==> src/design/i2cm_pkg.sv <==
// i2cm_pkg: shared types, opcodes and constants of the i2c master bit engine
// no dependencies; compiled first
`timescale 1ns / 1ps
`default_nettype none

package i2cm_pkg;

    localparam int unsigned SLOT_W     = 16;
    localparam int unsigned STEP_W     = 5;
    localparam int unsigned BYTE_W     = 8;
    localparam int unsigned APB_ADDR_W = 3;
    localparam int unsigned APB_DATA_W = 32;

    // register map
    localparam logic REG_SLOT_CYCLES = 1'b0;

    localparam logic [SLOT_W-1:0] SLOT_CYCLES_RESET = SLOT_W'(1000);

    typedef enum logic [2:0] {
        OP_START = 3'd0,
        OP_STOP  = 3'd1,
        OP_WRITE = 3'd2,
        OP_READ  = 3'd3,
        OP_SACK  = 3'd4,
        OP_RACK  = 3'd5
    } opcode_t;

    // one command word as seen by the sequencer
    typedef struct packed {
        logic              cmd_valid;
        logic [2:0]        opcode;
        logic [BYTE_W-1:0] tx_byte;
        logic              ack_level;
        logic              sda_in;
    } cmd_t;

    // one result word
    typedef struct packed {
        logic              scl_out;
        logic              sda_out;
        logic              busy_res;
        logic              done_res;
        logic [BYTE_W-1:0] rx_byte;
        logic              rx_ack;
    } res_t;

    // number of slots in each command sequence
    function automatic logic [STEP_W-1:0] step_count(input opcode_t op);
        logic [STEP_W-1:0] cnt;
        unique case (op)
            OP_START: cnt = STEP_W'(4);
            OP_STOP:  cnt = STEP_W'(3);
            OP_WRITE: cnt = STEP_W'(24);
            OP_READ:  cnt = STEP_W'(25);
            OP_SACK:  cnt = STEP_W'(3);
            default:  cnt = STEP_W'(4);
        endcase
        return cnt;
    endfunction

endpackage

`default_nettype wire

==> src/design/i2cm_cmd_if.sv <==
// i2cm_cmd_if: valid/ready channel carrying one command word per tick
// no dependencies
`timescale 1ns / 1ps
`default_nettype none

interface i2cm_cmd_if;
    logic       valid;
    logic       ready;
    logic       cmd_valid;
    logic [2:0] opcode;
    logic [7:0] tx_byte;
    logic       ack_level;
    logic       sda_in;

    modport source (
        output valid, cmd_valid, opcode, tx_byte, ack_level, sda_in,
        input  ready
    );

    modport sink (
        input  valid, cmd_valid, opcode, tx_byte, ack_level, sda_in,
        output ready
    );
endinterface

`default_nettype wire

==> src/design/i2cm_res_if.sv <==
// i2cm_res_if: valid/ready channel carrying one result word per tick
// no dependencies
`timescale 1ns / 1ps
`default_nettype none

interface i2cm_res_if;
    logic       valid;
    logic       ready;
    logic       scl_out;
    logic       sda_out;
    logic       busy_res;
    logic       done_res;
    logic [7:0] rx_byte;
    logic       rx_ack;

    modport source (
        output valid, scl_out, sda_out, busy_res, done_res, rx_byte, rx_ack,
        input  ready
    );

    modport sink (
        input  valid, scl_out, sda_out, busy_res, done_res, rx_byte, rx_ack,
        output ready
    );
endinterface

`default_nettype wire

==> src/design/i2cm_apb_regs.sv <==
// i2cm_apb_regs: apb register block holding the slot length
// depends on i2cm_pkg
`timescale 1ns / 1ps
`default_nettype none

module i2cm_apb_regs (
    input  wire logic                             clk,
    input  wire logic                             rst_n,
    input  wire logic                             psel,
    input  wire logic                             penable,
    input  wire logic                             pwrite,
    input  wire logic [i2cm_pkg::APB_ADDR_W-1:0]  paddr,
    input  wire logic [i2cm_pkg::APB_DATA_W-1:0]  pwdata,
    output logic      [i2cm_pkg::APB_DATA_W-1:0]  prdata,
    output logic                                  pready,
    output logic      [i2cm_pkg::SLOT_W-1:0]      slot_cycles
);
    import i2cm_pkg::*;

    logic [SLOT_W-1:0] slot_cycles_reg;
    logic              wr_en;

    assign pready = 1'b1;
    assign wr_en  = psel && penable && pwrite && pready
                    && (paddr[APB_ADDR_W-1] == REG_SLOT_CYCLES);

    // slot length register
    always_ff @(posedge clk or negedge rst_n)
    begin
        if (!rst_n)
        begin
            slot_cycles_reg <= SLOT_CYCLES_RESET;
        end
        else if (wr_en)
        begin
            slot_cycles_reg <= pwdata[SLOT_W-1:0];
        end
    end

    // read mux
    always_comb
    begin
        if (paddr[APB_ADDR_W-1] == REG_SLOT_CYCLES)
        begin
            prdata = APB_DATA_W'(slot_cycles_reg);
        end
        else
        begin
            prdata = '0;
        end
    end

    assign slot_cycles = slot_cycles_reg;

endmodule

`default_nettype wire

==> src/design/i2cm_seq.sv <==
// i2cm_seq: slot sequencer state and its single-pass next-state logic
// depends on i2cm_pkg
`timescale 1ns / 1ps
`default_nettype none

module i2cm_seq (
    input  wire logic                         clk,
    input  wire logic                         rst_n,
    input  wire logic                         accept,
    input  wire i2cm_pkg::cmd_t               cmd,
    input  wire logic [i2cm_pkg::SLOT_W-1:0]  slot_cycles,
    output i2cm_pkg::res_t                    res_next
);
    import i2cm_pkg::*;

    logic [SLOT_W-1:0] timer_reg, timer_next;
    logic [STEP_W-1:0] step_reg, step_next;
    opcode_t           op_reg, op_next;
    logic [BYTE_W-1:0] shift_reg, shift_next;
    logic              scl_reg, scl_next;
    logic              sda_reg, sda_next;
    logic              ack_reg, ack_next;
    logic              busy_reg, busy_next;
    logic [BYTE_W-1:0] rx_reg, rx_next;

    logic              start;
    opcode_t           op_a;
    logic [BYTE_W-1:0] shift_a;
    logic [STEP_W-1:0] step_a;
    logic [STEP_W-1:0] step_inc;
    logic [STEP_W-1:0] pos;
    logic [SLOT_W-1:0] timer_b;
    logic [4:0]        pos_split;
    logic [2:0]        bit_k;
    logic [1:0]        phase;
    logic              done;

    // split a slot position into bit number and phase within the bit
    function automatic logic [4:0] div3(input logic [STEP_W-1:0] s);
        logic [2:0]        k;
        logic [STEP_W-1:0] rem;
        k = '0;
        for (int i = 1; i < 8; i++)
        begin
            if (s >= STEP_W'(3 * i))
            begin
                k = 3'(i);
            end
        end
        rem = s - (STEP_W'(k) * STEP_W'(3));
        return {k, rem[1:0]};
    endfunction

    // command capture, slot action and slot timing
    always_comb
    begin
        start = !busy_reg && cmd.cmd_valid && (cmd.opcode <= 3'(OP_RACK));
        op_a  = start ? opcode_t'(cmd.opcode) : op_reg;

        shift_a = shift_reg;
        if (start)
        begin
            if (cmd.opcode == 3'(OP_WRITE))
            begin
                shift_a = cmd.tx_byte;
            end
            else if (cmd.opcode == 3'(OP_READ))
            begin
                shift_a = '0;
            end
            else if (cmd.opcode == 3'(OP_SACK))
            begin
                shift_a = BYTE_W'(cmd.ack_level);
            end
        end

        step_a    = start ? '0 : step_reg;
        timer_b   = start ? '0 : timer_reg;
        busy_next = busy_reg || start;

        pos       = (op_a == OP_READ) ? (step_a - STEP_W'(1)) : step_a;
        pos_split = div3(pos);
        bit_k     = pos_split[4:2];
        phase     = pos_split[1:0];

        op_next    = op_a;
        shift_next = shift_a;
        scl_next   = scl_reg;
        sda_next   = sda_reg;
        ack_next   = ack_reg;
        rx_next    = rx_reg;
        step_next  = step_a;
        timer_next = timer_b;
        step_inc   = step_a + STEP_W'(1);
        done       = 1'b0;

        if (busy_next)
        begin
            // first tick of a slot: perform its pin change or sample
            if (timer_b == '0)
            begin
                unique case (op_a)
                    OP_START:
                    begin
                        if (step_a == STEP_W'(0))      sda_next = 1'b1;
                        else if (step_a == STEP_W'(1)) scl_next = 1'b1;
                        else if (step_a == STEP_W'(2)) sda_next = 1'b0;
                        else                           scl_next = 1'b0;
                    end
                    OP_STOP:
                    begin
                        if (step_a == STEP_W'(0))      sda_next = 1'b0;
                        else if (step_a == STEP_W'(1)) scl_next = 1'b1;
                        else                           sda_next = 1'b1;
                    end
                    OP_WRITE:
                    begin
                        if (phase == 2'd0)      sda_next = shift_a[~bit_k];
                        else if (phase == 2'd1) scl_next = 1'b1;
                        else                    scl_next = 1'b0;
                    end
                    OP_READ:
                    begin
                        if (step_a == STEP_W'(0))  sda_next = 1'b1;
                        else if (phase == 2'd0)    scl_next = 1'b1;
                        else if (phase == 2'd1)    shift_next = {shift_a[BYTE_W-2:0], cmd.sda_in};
                        else                       scl_next = 1'b0;
                    end
                    OP_SACK:
                    begin
                        if (step_a == STEP_W'(0))      sda_next = shift_a[0];
                        else if (step_a == STEP_W'(1)) scl_next = 1'b1;
                        else                           scl_next = 1'b0;
                    end
                    default:
                    begin
                        // receive ack
                        if (step_a == STEP_W'(0))      sda_next = 1'b1;
                        else if (step_a == STEP_W'(1)) scl_next = 1'b1;
                        else if (step_a == STEP_W'(2)) ack_next = cmd.sda_in;
                        else                           scl_next = 1'b0;
                    end
                endcase
                timer_b = (slot_cycles == '0) ? SLOT_W'(1) : slot_cycles;
            end

            // count down the slot, advance step at its end
            timer_next = timer_b - SLOT_W'(1);
            if (timer_next == '0)
            begin
                if (step_inc >= step_count(op_a))
                begin
                    if (op_a == OP_READ)
                    begin
                        rx_next = shift_next;
                    end
                    busy_next = 1'b0;
                    step_next = '0;
                    done      = 1'b1;
                end
                else
                begin
                    step_next = step_inc;
                end
            end
        end

        res_next.scl_out  = scl_next;
        res_next.sda_out  = sda_next;
        res_next.busy_res = busy_reg || start;
        res_next.done_res = done;
        res_next.rx_byte  = rx_next;
        res_next.rx_ack   = ack_next;
    end

    // sequencer state, updated once per accepted tick
    always_ff @(posedge clk or negedge rst_n)
    begin
        if (!rst_n)
        begin
            timer_reg <= '0;
            step_reg  <= '0;
            op_reg    <= OP_START;
            shift_reg <= '0;
            scl_reg   <= 1'b1;
            sda_reg   <= 1'b1;
            ack_reg   <= 1'b1;
            busy_reg  <= 1'b0;
            rx_reg    <= '0;
        end
        else if (accept)
        begin
            timer_reg <= timer_next;
            step_reg  <= step_next;
            op_reg    <= op_next;
            shift_reg <= shift_next;
            scl_reg   <= scl_next;
            sda_reg   <= sda_next;
            ack_reg   <= ack_next;
            busy_reg  <= busy_next;
            rx_reg    <= rx_next;
        end
    end

endmodule

`default_nettype wire

==> src/design/i2c_master_bit_engine_top.sv <==
// i2c_master_bit_engine_top: top level of the i2c master bit engine
// depends on i2cm_pkg, i2cm_cmd_if, i2cm_res_if, i2cm_apb_regs, i2cm_seq
`timescale 1ns / 1ps
`default_nettype none

// Each input word is one tick of the I2C line sequencer and yields exactly one
// result word through a result register; a new word is taken
// every cycle unless that register holds a word the sink has not taken. A
// command (start, stop, write, read, send ack, receive ack) is honored only
// while the engine is idle and then runs 3 to 25 slots of slot_cycles ticks
// each (slot_cycles of zero counts as one). slot_cycles sits at APB offset 0,
// resets to 1000 and should be written only while the engine is idle.

module i2c_master_bit_engine_top (
    input  wire logic                             clk,
    input  wire logic                             rst_n,
    input  wire logic                             psel,
    input  wire logic                             penable,
    input  wire logic                             pwrite,
    input  wire logic [i2cm_pkg::APB_ADDR_W-1:0]  paddr,
    input  wire logic [i2cm_pkg::APB_DATA_W-1:0]  pwdata,
    output logic      [i2cm_pkg::APB_DATA_W-1:0]  prdata,
    output logic                                  pready,
    i2cm_cmd_if.sink                              cmd,
    i2cm_res_if.source                            res
);
    import i2cm_pkg::*;

    logic [SLOT_W-1:0] slot_cycles;
    cmd_t              cmd_word;
    res_t              res_next;
    res_t              res_reg;
    logic              out_valid_reg;
    logic              accept;

    i2cm_apb_regs u_regs (
        .clk         (clk),
        .rst_n       (rst_n),
        .psel        (psel),
        .penable     (penable),
        .pwrite      (pwrite),
        .paddr       (paddr),
        .pwdata      (pwdata),
        .prdata      (prdata),
        .pready      (pready),
        .slot_cycles (slot_cycles)
    );

    // pack the incoming word
    always_comb
    begin
        cmd_word.cmd_valid = cmd.cmd_valid;
        cmd_word.opcode    = cmd.opcode;
        cmd_word.tx_byte   = cmd.tx_byte;
        cmd_word.ack_level = cmd.ack_level;
        cmd_word.sda_in    = cmd.sda_in;
    end

    // take a word whenever the result register is free or being drained
    assign cmd.ready = !out_valid_reg || res.ready;
    assign accept    = cmd.valid && cmd.ready;

    i2cm_seq u_seq (
        .clk         (clk),
        .rst_n       (rst_n),
        .accept      (accept),
        .cmd         (cmd_word),
        .slot_cycles (slot_cycles),
        .res_next    (res_next)
    );

    // result register valid
    always_ff @(posedge clk or negedge rst_n)
    begin
        if (!rst_n)
        begin
            out_valid_reg <= 1'b0;
        end
        else if (accept)
        begin
            out_valid_reg <= 1'b1;
        end
        else if (res.ready)
        begin
            out_valid_reg <= 1'b0;
        end
    end

    // result register payload
    always_ff @(posedge clk)
    begin
        if (accept)
        begin
            res_reg <= res_next;
        end
    end

    assign res.valid    = out_valid_reg;
    assign res.scl_out  = res_reg.scl_out;
    assign res.sda_out  = res_reg.sda_out;
    assign res.busy_res = res_reg.busy_res;
    assign res.done_res = res_reg.done_res;
    assign res.rx_byte  = res_reg.rx_byte;
    assign res.rx_ack   = res_reg.rx_ack;

endmodule

`default_nettype wire
==> src/flat_wrapper.sv <==
// flat-port wrapper written by rule: the top's interface ports become plain ports
module i2c_master_bit_engine_top_flat import i2cm_pkg::*;
  (clk, rst_n, psel, penable, pwrite, paddr, pwdata, prdata, pready, cmd_valid, cmd_cmd_valid, cmd_opcode, cmd_tx_byte, cmd_ack_level, cmd_sda_in, cmd_ready, res_valid, res_scl_out, res_sda_out, res_busy_res, res_done_res, res_rx_byte, res_rx_ack, res_ready);
  i2cm_cmd_if cmd_i ();
  i2cm_res_if res_i ();
  input  wire logic clk;
  input  wire logic rst_n;
  input  wire logic psel;
  input  wire logic penable;
  input  wire logic pwrite;
  input  wire logic [i2cm_pkg::APB_ADDR_W-1:0] paddr;
  input  wire logic [i2cm_pkg::APB_DATA_W-1:0] pwdata;
  output logic      [i2cm_pkg::APB_DATA_W-1:0] prdata;
  output logic pready;
  input wire logic [$bits(cmd_i.valid)-1:0] cmd_valid;
  input wire logic [$bits(cmd_i.cmd_valid)-1:0] cmd_cmd_valid;
  input wire logic [$bits(cmd_i.opcode)-1:0] cmd_opcode;
  input wire logic [$bits(cmd_i.tx_byte)-1:0] cmd_tx_byte;
  input wire logic [$bits(cmd_i.ack_level)-1:0] cmd_ack_level;
  input wire logic [$bits(cmd_i.sda_in)-1:0] cmd_sda_in;
  output wire logic [$bits(cmd_i.ready)-1:0] cmd_ready;
  output wire logic [$bits(res_i.valid)-1:0] res_valid;
  output wire logic [$bits(res_i.scl_out)-1:0] res_scl_out;
  output wire logic [$bits(res_i.sda_out)-1:0] res_sda_out;
  output wire logic [$bits(res_i.busy_res)-1:0] res_busy_res;
  output wire logic [$bits(res_i.done_res)-1:0] res_done_res;
  output wire logic [$bits(res_i.rx_byte)-1:0] res_rx_byte;
  output wire logic [$bits(res_i.rx_ack)-1:0] res_rx_ack;
  input wire logic [$bits(res_i.ready)-1:0] res_ready;
  assign cmd_i.valid = cmd_valid;
  assign cmd_i.cmd_valid = cmd_cmd_valid;
  assign cmd_i.opcode = cmd_opcode;
  assign cmd_i.tx_byte = cmd_tx_byte;
  assign cmd_i.ack_level = cmd_ack_level;
  assign cmd_i.sda_in = cmd_sda_in;
  assign cmd_ready = cmd_i.ready;
  assign res_valid = res_i.valid;
  assign res_scl_out = res_i.scl_out;
  assign res_sda_out = res_i.sda_out;
  assign res_busy_res = res_i.busy_res;
  assign res_done_res = res_i.done_res;
  assign res_rx_byte = res_i.rx_byte;
  assign res_rx_ack = res_i.rx_ack;
  assign res_i.ready = res_ready;
  i2c_master_bit_engine_top u_core (.clk(clk), .rst_n(rst_n), .psel(psel), .penable(penable), .pwrite(pwrite), .paddr(paddr), .pwdata(pwdata), .prdata(prdata), .pready(pready), .cmd(cmd_i), .res(res_i));
endmodule
==> config.mk <==
export PLATFORM = sky130hd
export DESIGN_NAME = i2c_master_bit_engine_top_flat
export DESIGN_NICKNAME = d
export VERILOG_FILES = /design/src/design/i2cm_pkg.sv /design/src/design/i2cm_cmd_if.sv /design/src/design/i2cm_res_if.sv /design/src/design/i2cm_apb_regs.sv /design/src/design/i2cm_seq.sv /design/src/design/i2c_master_bit_engine_top.sv /design/src/flat_wrapper.sv
export SDC_FILE = /design/constraint.sdc
export NUM_CORES = 1
export LEC_CHECK = 0
export ABC_AREA = 1
export BUFFER_PORTS_ARGS = -buffer_cell sky130_fd_sc_hd__clkbuf_2
export CORE_MARGIN = 10
export CORE_UTILIZATION = 40
export CTS_BUF_LIST = sky130_fd_sc_hd__clkbuf_4
export CTS_CLUSTER_DIAMETER = 120
export DETAILED_ROUTE_END_ITERATION = 8
export PLACE_DENSITY = 0.61
export SLEW_MARGIN = 5
export SYNTH_ARGS = -nofsm -noshare
export SYNTH_HDL_FRONTEND = slang
export SYNTH_HIERARCHICAL = 1
export SYNTH_SLANG_ARGS = --single-unit
==> constraint.sdc <==
create_clock -name clk -period 11.3 [get_ports clk]
set_input_delay 0.565 -clock clk [delete_from_list [all_inputs] [get_ports clk]]
set_output_delay 0.565 -clock clk [all_outputs]
set_load 0.05 [all_outputs]
==> Word level (Yosys, flattened, before mapping) <==
Cells that the tools add are included.
{ "classes": {"eq_ne": 10, "n_reduce_logical": 20, "n_mul": 1, "n_bitwise": 2, "order_cmp": 10, "add_sub_neg": 4, "muxes": 76} }
{ "ops": {"columns": ["op", "count"], "rows": [
  ["$mux 8", 14],
  ["$mux 16", 6],
  ["$logic_not 16->1", 3],
  ["$mux 1", 38],
  ["$mux 5", 7],
  ["$mux 3", 7],
  ["$sub 16x1->16 const B", 1],
  ["$ge 5x4->1 const B", 3],
  ["$pmux 5 s3", 1],
  ["$eq 3x2->1 const B", 4],
  ["$ge 5x5->1 const B", 2],
  ["$pmux 1 s4", 2],
  ["$eq 3x3->1 const B", 2],
  ["$logic_and 1x1->1", 6],
  ["$add 5x1->5 const B", 1],
  ["$eq 5x1->1 const B", 1],
  ["$eq 5x2->1 const B", 1],
  ["$ge 5x2->1 const B", 1],
  ["$ge 5x3->1 const B", 1],
  ["$ge 5x5->1", 1],
  ["$logic_not 5->1", 1],
  ["$reduce_or 5->1", 1],
  ["$sub 5x1->5 const B", 1],
  ["$lt 3x4->1 const B", 1],
  ["15 further kinds", 17]
]} }
{ "word_totals": {"input_bits": 56, "out_inout_bits": 48, "ff_bits": 74, "elab_cells": 140} }

==> Logic depth before layout (Yosys ltp) <==
Gate-level depths: netlist (run 1).
{ "depth": {"ltp_word": 26, "ltp_mapped": 30, "ltp_nobuf": 28} }

==> Cells and area by module <==
Netlist (run 1), hierarchy kept.
{ "by_module_without_submodules": {"columns": ["module", "instances", "area_each_um2", "seq_area_each_um2", "cells_each"], "rows": [
  ["i2cm_seq", 1, 4306.6, 1104.8, 680],
  ["i2cm_apb_regs", 1, 945.9, 407.9, 125],
  ["i2c_master_bit_engine_top", 1, 435.4, 415.4, 19]
]} }

==> Worst setup path before layout (run 1) <==
OpenSTA, ideal clock, no wires.
{ "synth_path": {"path_type": "input to register", "startpoint": "input port cmd_opcode[1]", "endpoint": "register u_core.res_reg, in the netlist u_core/res.rx_byte[3] (data pin)", "arrival_ps": 3762, "setup_slack_ps": 7284, "n_path_buf": 2, "required_time_ps": 11045, "setup_time_ps": 255, "cell_stages": 18, "cell_sequence": "nand2_2 -> nand3_4 -> buf_6 -> nand2_1 -> ha_1 -> xor2_1 -> nand2_1 -> nand2_1 -> nor2_1 -> o31ai_2 -> nand2_1 -> ha_1 -> nor4_1 -> nand3_4 -> buf_6 -> o21ai_1 -> nand3_1 -> and2_1"} }
{ "synth_lines": {"columns": ["item", "line_no", "source"], "rows": [
  ["start, declared", "flat_wrapper.sv:17", "input wire logic [$bits(cmd_i.opcode)-1:0] cmd_opcode;"],
  ["end signal, assigned", "i2c_master_bit_engine_top.sv:94", "res_reg <= res_next;"],
  ["end, declared", "i2c_master_bit_engine_top.sv:32", "res_t res_reg;"]
]} }

==> run metrics, run 1 <==
status finished, final reports clean; Final Skew just over 0.04 ns; post-route minimum period 4.92 ns; WP depth 16; Logic pwr share 61.3%; Seq/Total Area, Yosys 33.9%; Die X 139 um; CTS sink cnt 74; fraction of the cycle the final worst path needs 43.5%; Synth warnings 6; Clock Latency Late Sink 0.46 ns; relative slew slack between 40% and 50%; unique cell type count in the Yosys netlist 49; cts hold-fix bufs 0; Hold Vio Cnt, Final 0; Rows 43; total track usage 14.4%; dpl ws between 6 and 7 ns; post-synthesis cell count 824; slowest CP cell nor2_2; ys flop type dfrtp_1; CTS resizes 0; Hold/Removal Path Class in2async; Net Sw Power 0.000764 W; flops & latches, synth 74; asr flop ratio synth 82.4%; CTS Root Cell clkbuf_4; R2R depth 16; worst-path cell chain inv_2, nand3_4, nand2_1, o21ai_1, nor2_2, nand2_1, nand2_1, nor2_1, o31ai_2, nand2_1, ha_1, nor4_1, nand3_4, o21ai_1, nand3_1, and2_1; measured slew at the worst slew-check pin 0.813 ns; most common cell after layout, fill and taps aside nand2_1; fmax 0.203 GHz; Worst EP required between 10 and 15 ns; leakage 3.32 nW; Total Wirelength 14300 um; Core ar. 13900 um2; RR Startpoint u_core/u_seq/busy_reg; worst vdd ir 0.0000832 V; Vias/cell between 4 and 5; Startpoint Class flop; placed wire-length estimate 10800 um; setup TNS 0 ns; total power between 0.001 and 0.0015 W; largest net degree at the start of global routing 62; Sw Ratio 53.2%; CTS tree built; Buf/Inv on CP 1; crit path launch u_core/u_seq/busy_reg; Worst Setup End Kind flop; sequential cell fraction of total power between 20 and 30%; crit path kind reg2reg; RSZ-0062 raised after global routing no; CTS HTree Levels 3; Worst EP arrival 5.13 ns; number of nets in the layout roughly 940; most frequent cells in the layout nand2_1, inv_1, nand3_1; PwrDens between 200 and 250 nW/um2; Max Cap Viol 0; share of layout cells above drive strength 1 18.0%; Layout Area Growth over Synthesis 8.38%; initial DRC count roughly 380; DR pass1 iterations 5; via count 5141; Initial Utilization between 40% and 50%; Post-CTS Setup Bufs 0; vias in the first global route a little under 5000; Hold WS 0.268 ns; Worst-path clk slew 0.15 ns; CP max stage delay approximately 0.52 ns; Setup WS post-layout 6.38 ns; port buffer count between 60 and 70; Ports ~100; Routed Antenna Nets 0; Die ar. 19400 um2; final setup fails 0; drt wl/cell 13.5 um; Pint 0.000672 W; Syn Std Cell Area 5690 um2; critical path fanouts, max 34; mean area per synthesized cell 6.90 um2; die height 139 um; cell family with most CP delay simple AND/OR/NAND/NOR gates; DRC 0; initial antenna violation count 1; Slew Limit Fails 0; Overflow after GRT 0; cts bufs inserted 9; EDFF count, synth 13; most used cell, CP nand2_1; CTS Buffer Depth 2; Clock power frac 10.7%; first-pass GRT wire length 23800 um; Final GP Congestion 0.883
[synth_stat cells, drive strengths merged, types with 2 or more instances]
library cell	count	area [um2]
nand2	253	1020
inv	117	439
nand3	91	533
nor2	79	374
o21ai	59	318
dfrtp	52	1300
buf	30	239
nand4	15	100
and2	14	87.6
clkbuf	14	52.6
edfxtp	13	390
o22ai	13	81.3
a21oi	12	71.3
ha	12	150
dfstp	9	236
nor3	7	35.0
xor2	7	68.8
a31oi	6	43.8
clkinv	2	7.51
conb	2	7.51
nand3b	2	15.0
nor4	2	12.5
o211ai	2	15.0
or2	2	12.5
[path summary, 6_finish.rpt]
check                                               end  slack (ns)
setup / recovery                  u_core/res.rx_byte[0]        6.38
hold / removal                 u_core/u_seq/step_reg[2]        0.27
setup reg to reg                  u_core/res.rx_byte[0]        6.38
hold reg to reg                    u_core/u_seq/sda_reg        0.48
max in group asynchronous     u_core/u_seq/timer_reg[9]       10.49
min in group clk           u_core/u_regs/slot_cycles[3]        0.29
[layer usage]
layer  vias to the layer above  GRT usage, %  routed length [um]
met1                      2304          19.7                7140
met5                         -             0                   0
met3                        14          2.62                 612
met4                         0          5.55                 246
met2                       107          22.1                6330
li1                       2716             -                   -
[kinds of logic (layout without fill, tap and decap cells)]
logic type / count (synthesis) / count (layout) / share of synthesized area (%)
and+or+nand+nor: 466 / 466 / 38.6
buffers and inverters: 163 / 205 / 13.0
AOI/OAI and AO/OA: 98 / 98 / 10.3
DFF: 74 / 74 / 33.9
adders and majority gates: 12 / 12 / 2.64
xor gates and xnor gates: 8 / 8 / 1.36
other: 2 / 18 / 0.132
muxes: 1 / 1 / 0.176
[through the flow]
step / cell area [um2] / utilization [%] / cells
after global placement: 6040 / 43.5 / 1045
after floorplan: 5740 / - / 839
after CTS: 6160 / 44.4 / 1061
after detailed placement: 6040 / 43.5 / 1045
final: 6160 / 44.4 / 1062
after global routing: 6160 / 44.4 / 1062
[power groups by stage]
stage	registers, W	clock network (W)	logic, W
after floorplan	0.000414	0	0.000702
after global placement	0.000406	0	0.000873
after detailed placement	0.000405	0	0.000878
after CTS	0.000401	0.000162	0.000880
after global routing	0.000410	0.000170	0.000998
final	0.000401	0.000154	0.000881
[worst register-to-register path, cell delays in order (launching register included)]
cell	delay [ns]
dfrtp_1	0.46
inv_2	0.12
nand3_4	0.37
nand2_1	0.16
o21ai_1	0.14
nor2_2	0.52
nand2_1	0.20
nand2_1	0.17
nor2_1	0.09
o31ai_2	0.47
nand2_1	0.23
ha_1	0.39
nor4_1	0.47
nand3_4	0.24
o21ai_1	0.32
nand3_1	0.14
and2_1	0.19
[final cells by class]
cell class | instances | area, um2
Antenna cell | 1 | 2.50
Clock buffer | 10 | 75.1
Clock inverter | 6 | 42.5
Fill cell | 1473 | 7720
Inverter | 119 | 447
Multi-Input combinational cell | 602 | 3090
Sequential cell | 74 | 1930
Tap cell | 180 | 225
Timing Repair Buffer | 70 | 355
(Power assumes the default switching activity.)
==> run 2: changes to the inputs <==
--- a/config.mk
+++ b/config.mk
@@ -12,7 +12,7 @@
 export CTS_BUF_LIST = sky130_fd_sc_hd__clkbuf_4
 export CTS_CLUSTER_DIAMETER = 120
 export DETAILED_ROUTE_END_ITERATION = 8
-export PLACE_DENSITY = 0.61
+export PLACE_DENSITY = 0.63
 export SLEW_MARGIN = 5
 export SYNTH_ARGS = -nofsm -noshare
 export SYNTH_HDL_FRONTEND = slang
==> constraint.sdc (replaced) <==
create_clock -name clk -period 4.1 [get_ports clk]
set_input_delay 0.205 -clock clk [delete_from_list [all_inputs] [get_ports clk]]
set_output_delay 0.205 -clock clk [all_outputs]
set_load 0.05 [all_outputs]
==> run 2 against run 1 <==
  * Clock skew is 0.019 ns lower
  * Global-route usage rose by 0.72 points
  * Register-to-register slack worse by 6.1 ns
  * Clock power rose to 3.1 times the previous value
  * Total power rose to 3.0 times the previous value
  * Critical path type unchanged
  * Worst hold slack worse by 0.22 ns
  * Critical path depth rose by 6
  * Flip-flop and latch count unchanged
  * Fmax rose by 30%
  * First-iteration DRC count decreased by 14%
==> run metrics, run 2 (synthesis gave the netlist of run 1 again) <==
CTS Root Cell clkbuf_4; final setup fails 0; flop-to-flop setup slack 0.33 ns; fillcell total 1422; Worst EP arrival 3.96 ns; initial antenna violation count 1; CP max stage delay 0.44 ns; cts bufs inserted 9; DR pass1 iterations 5; CTS sink cnt 74; Worst Setup End Kind flop; post-route cell area 6620 um2; Die X 139 um; port buffer count 68; crit path kind reg2reg; via count 5415; worst vdd ir around 0.00024 V; sequential cell fraction of total power 26.0%; Worst-path clk slew 0.14 ns; slowest CP cell dfrtp_1; CTS tree built; most frequent cells in the layout nand2_1, inv_1, nand3_1; share of layout cells above drive strength 1 between 20% and 30%; Clock power frac 11.1%; Overflow after GRT 0; Logic pwr share 63.0%; initial DRC count 332; critical path fanouts, max 20; post-route minimum period 3.77 ns; CTS Buffer Depth 2; PwrDens 645 nW/um2; largest net degree at the start of global routing 47; vias in the first global route 5242; worst-path cell chain inv_2, nand3_4, buf_6, nand2_1, nand3_2, nor2_8, nand2_4, inv_2, nand2_2, nand2_4, ha_2, nand3_1, nor2_4, buf_4, nand2_2, xor2_2, nand2_1, nor2_4, nand4_4, nor2_4, nand3_1, and2_1; Clock Latency Late Sink around 0.43 ns; total track usage 15.2%; register area 1930 um2; Total Wirelength around 15000 um; Initial Utilization 41.0%; placed wire-length estimate 11400 um; most used cell, CP nor2_4; fraction of the cycle the final worst path needs 92.0%; Final Skew 0.0214 ns; measured slew at the worst slew-check pin 0.773 ns; Post-DP Area 6160 um2; Final GP Congestion 0.909; first-pass GRT wire length 25200 um; Die ar. 19400 um2; Vias/cell 4.91; DRC 0; Ports about 100; Startpoint Class flop; dpl ws between 0.1 and 0.15 ns; fmax 0.265 GHz; Multi-input gate area 3190 um2; Worst EP required 4.29 ns; Sw Ratio about half; Setup WS post-layout around 0.33 ns; relative slew slack 48.4%; Buf/Inv on CP 4; Rows 43; Pint 0.00206 W; Slew Limit Fails 0; CTS HTree Levels 3; leakage 3.51 nW; most common cell after layout, fill and taps aside nand2_1; total power 0.00427 W; Hold/Removal Path Class in2reg; Max Cap Viol 0; Net Sw Power 0.00222 W; Layout Area Growth over Synthesis 16.4%; Hold Vio Cnt, Final 0; drt wl/cell approximately 14 um; status finished, final reports clean; final core occ a little under half; number of nets in the layout 984; Hold WS 0.0515 ns; die height 139 um; Routed Antenna Nets 0; Core ar. 13900 um2; cell family with most CP delay simple AND/OR/NAND/NOR gates
## run 2: cell type report
cell class	count	share of cell area (%)
flip-flops and latches	74	29.1
repair buffers	108	10.4
multi-input cells	604	48.1
diodes	1	0.0378
well taps	180	3.40
clock buffers	9	1.02
clock inverters	7	1.17
inverters	119	6.74
## run 2: stage by stage
stage               TNS (ns)  instances
floorplan                  0        839
global placement           0       1060
detailed placement         0       1060
CTS                        0       1094
global route         -0.0498       1102
finish                     0       1102
## run 2: metal layers
| metal | part of all wire (%) | global-route usage, % | up-vias | routed length, um |
|---|---|---|---|---|
| met5 | 0 | 0 | - | 0 |
| met1 | 47 | 20.4 | 2477 | 7210 |
| met3 | 5.7 | 3.10 | 17 | 873 |
| li1 | - | - | 2788 | - |
| met4 | 1.6 | 4.17 | 0 | 241 |
| met2 | 45 | 24.0 | 133 | 6860 |
## run 2: worst paths after layout
check / startpoint / to / cells after the start
max: u_core/u_seq/busy_reg / u_core/res.rx_byte[2] / 22
min: res_ready / u_core/res.valid / 4
min in group asynchronous: rst_n / u_core/u_regs/slot_cycles[2] / 2
max in group asynchronous: rst_n / u_core/u_seq/ack_reg / 3
max reg2reg: u_core/u_seq/busy_reg / u_core/res.rx_byte[2] / 22
min reg2reg: u_core/u_seq/sda_reg / u_core/u_seq/sda_reg / 2
## run 2: worst min-delay path, stage by stage
cell and delay (ns):
clkbuf_2 0.07, inv_1 0.06, nand2_1 0.08, nand2_1 0.05
## run 2: what timing repair did
action	in CTS	in global routing
gates resized for setup	0	17
buffers inserted	0	5
hold buffers	18	0
endpoints found under the setup margin	0	24
endpoints found under the hold margin	33	0
## run 2: power by group through the flow
stage	combinational (W)	sequential (W)	clock, W
6_report	0.00269	0.00111	0.000472
5_1_grt	0.00303	0.00114	0.000515
4_1_cts	0.00252	0.00111	0.000489
3_5_place_dp	0.00250	0.00112	0
3_3_place_gp	0.00248	0.00112	0
2_1_floorplan	0.00194	0.00114	0
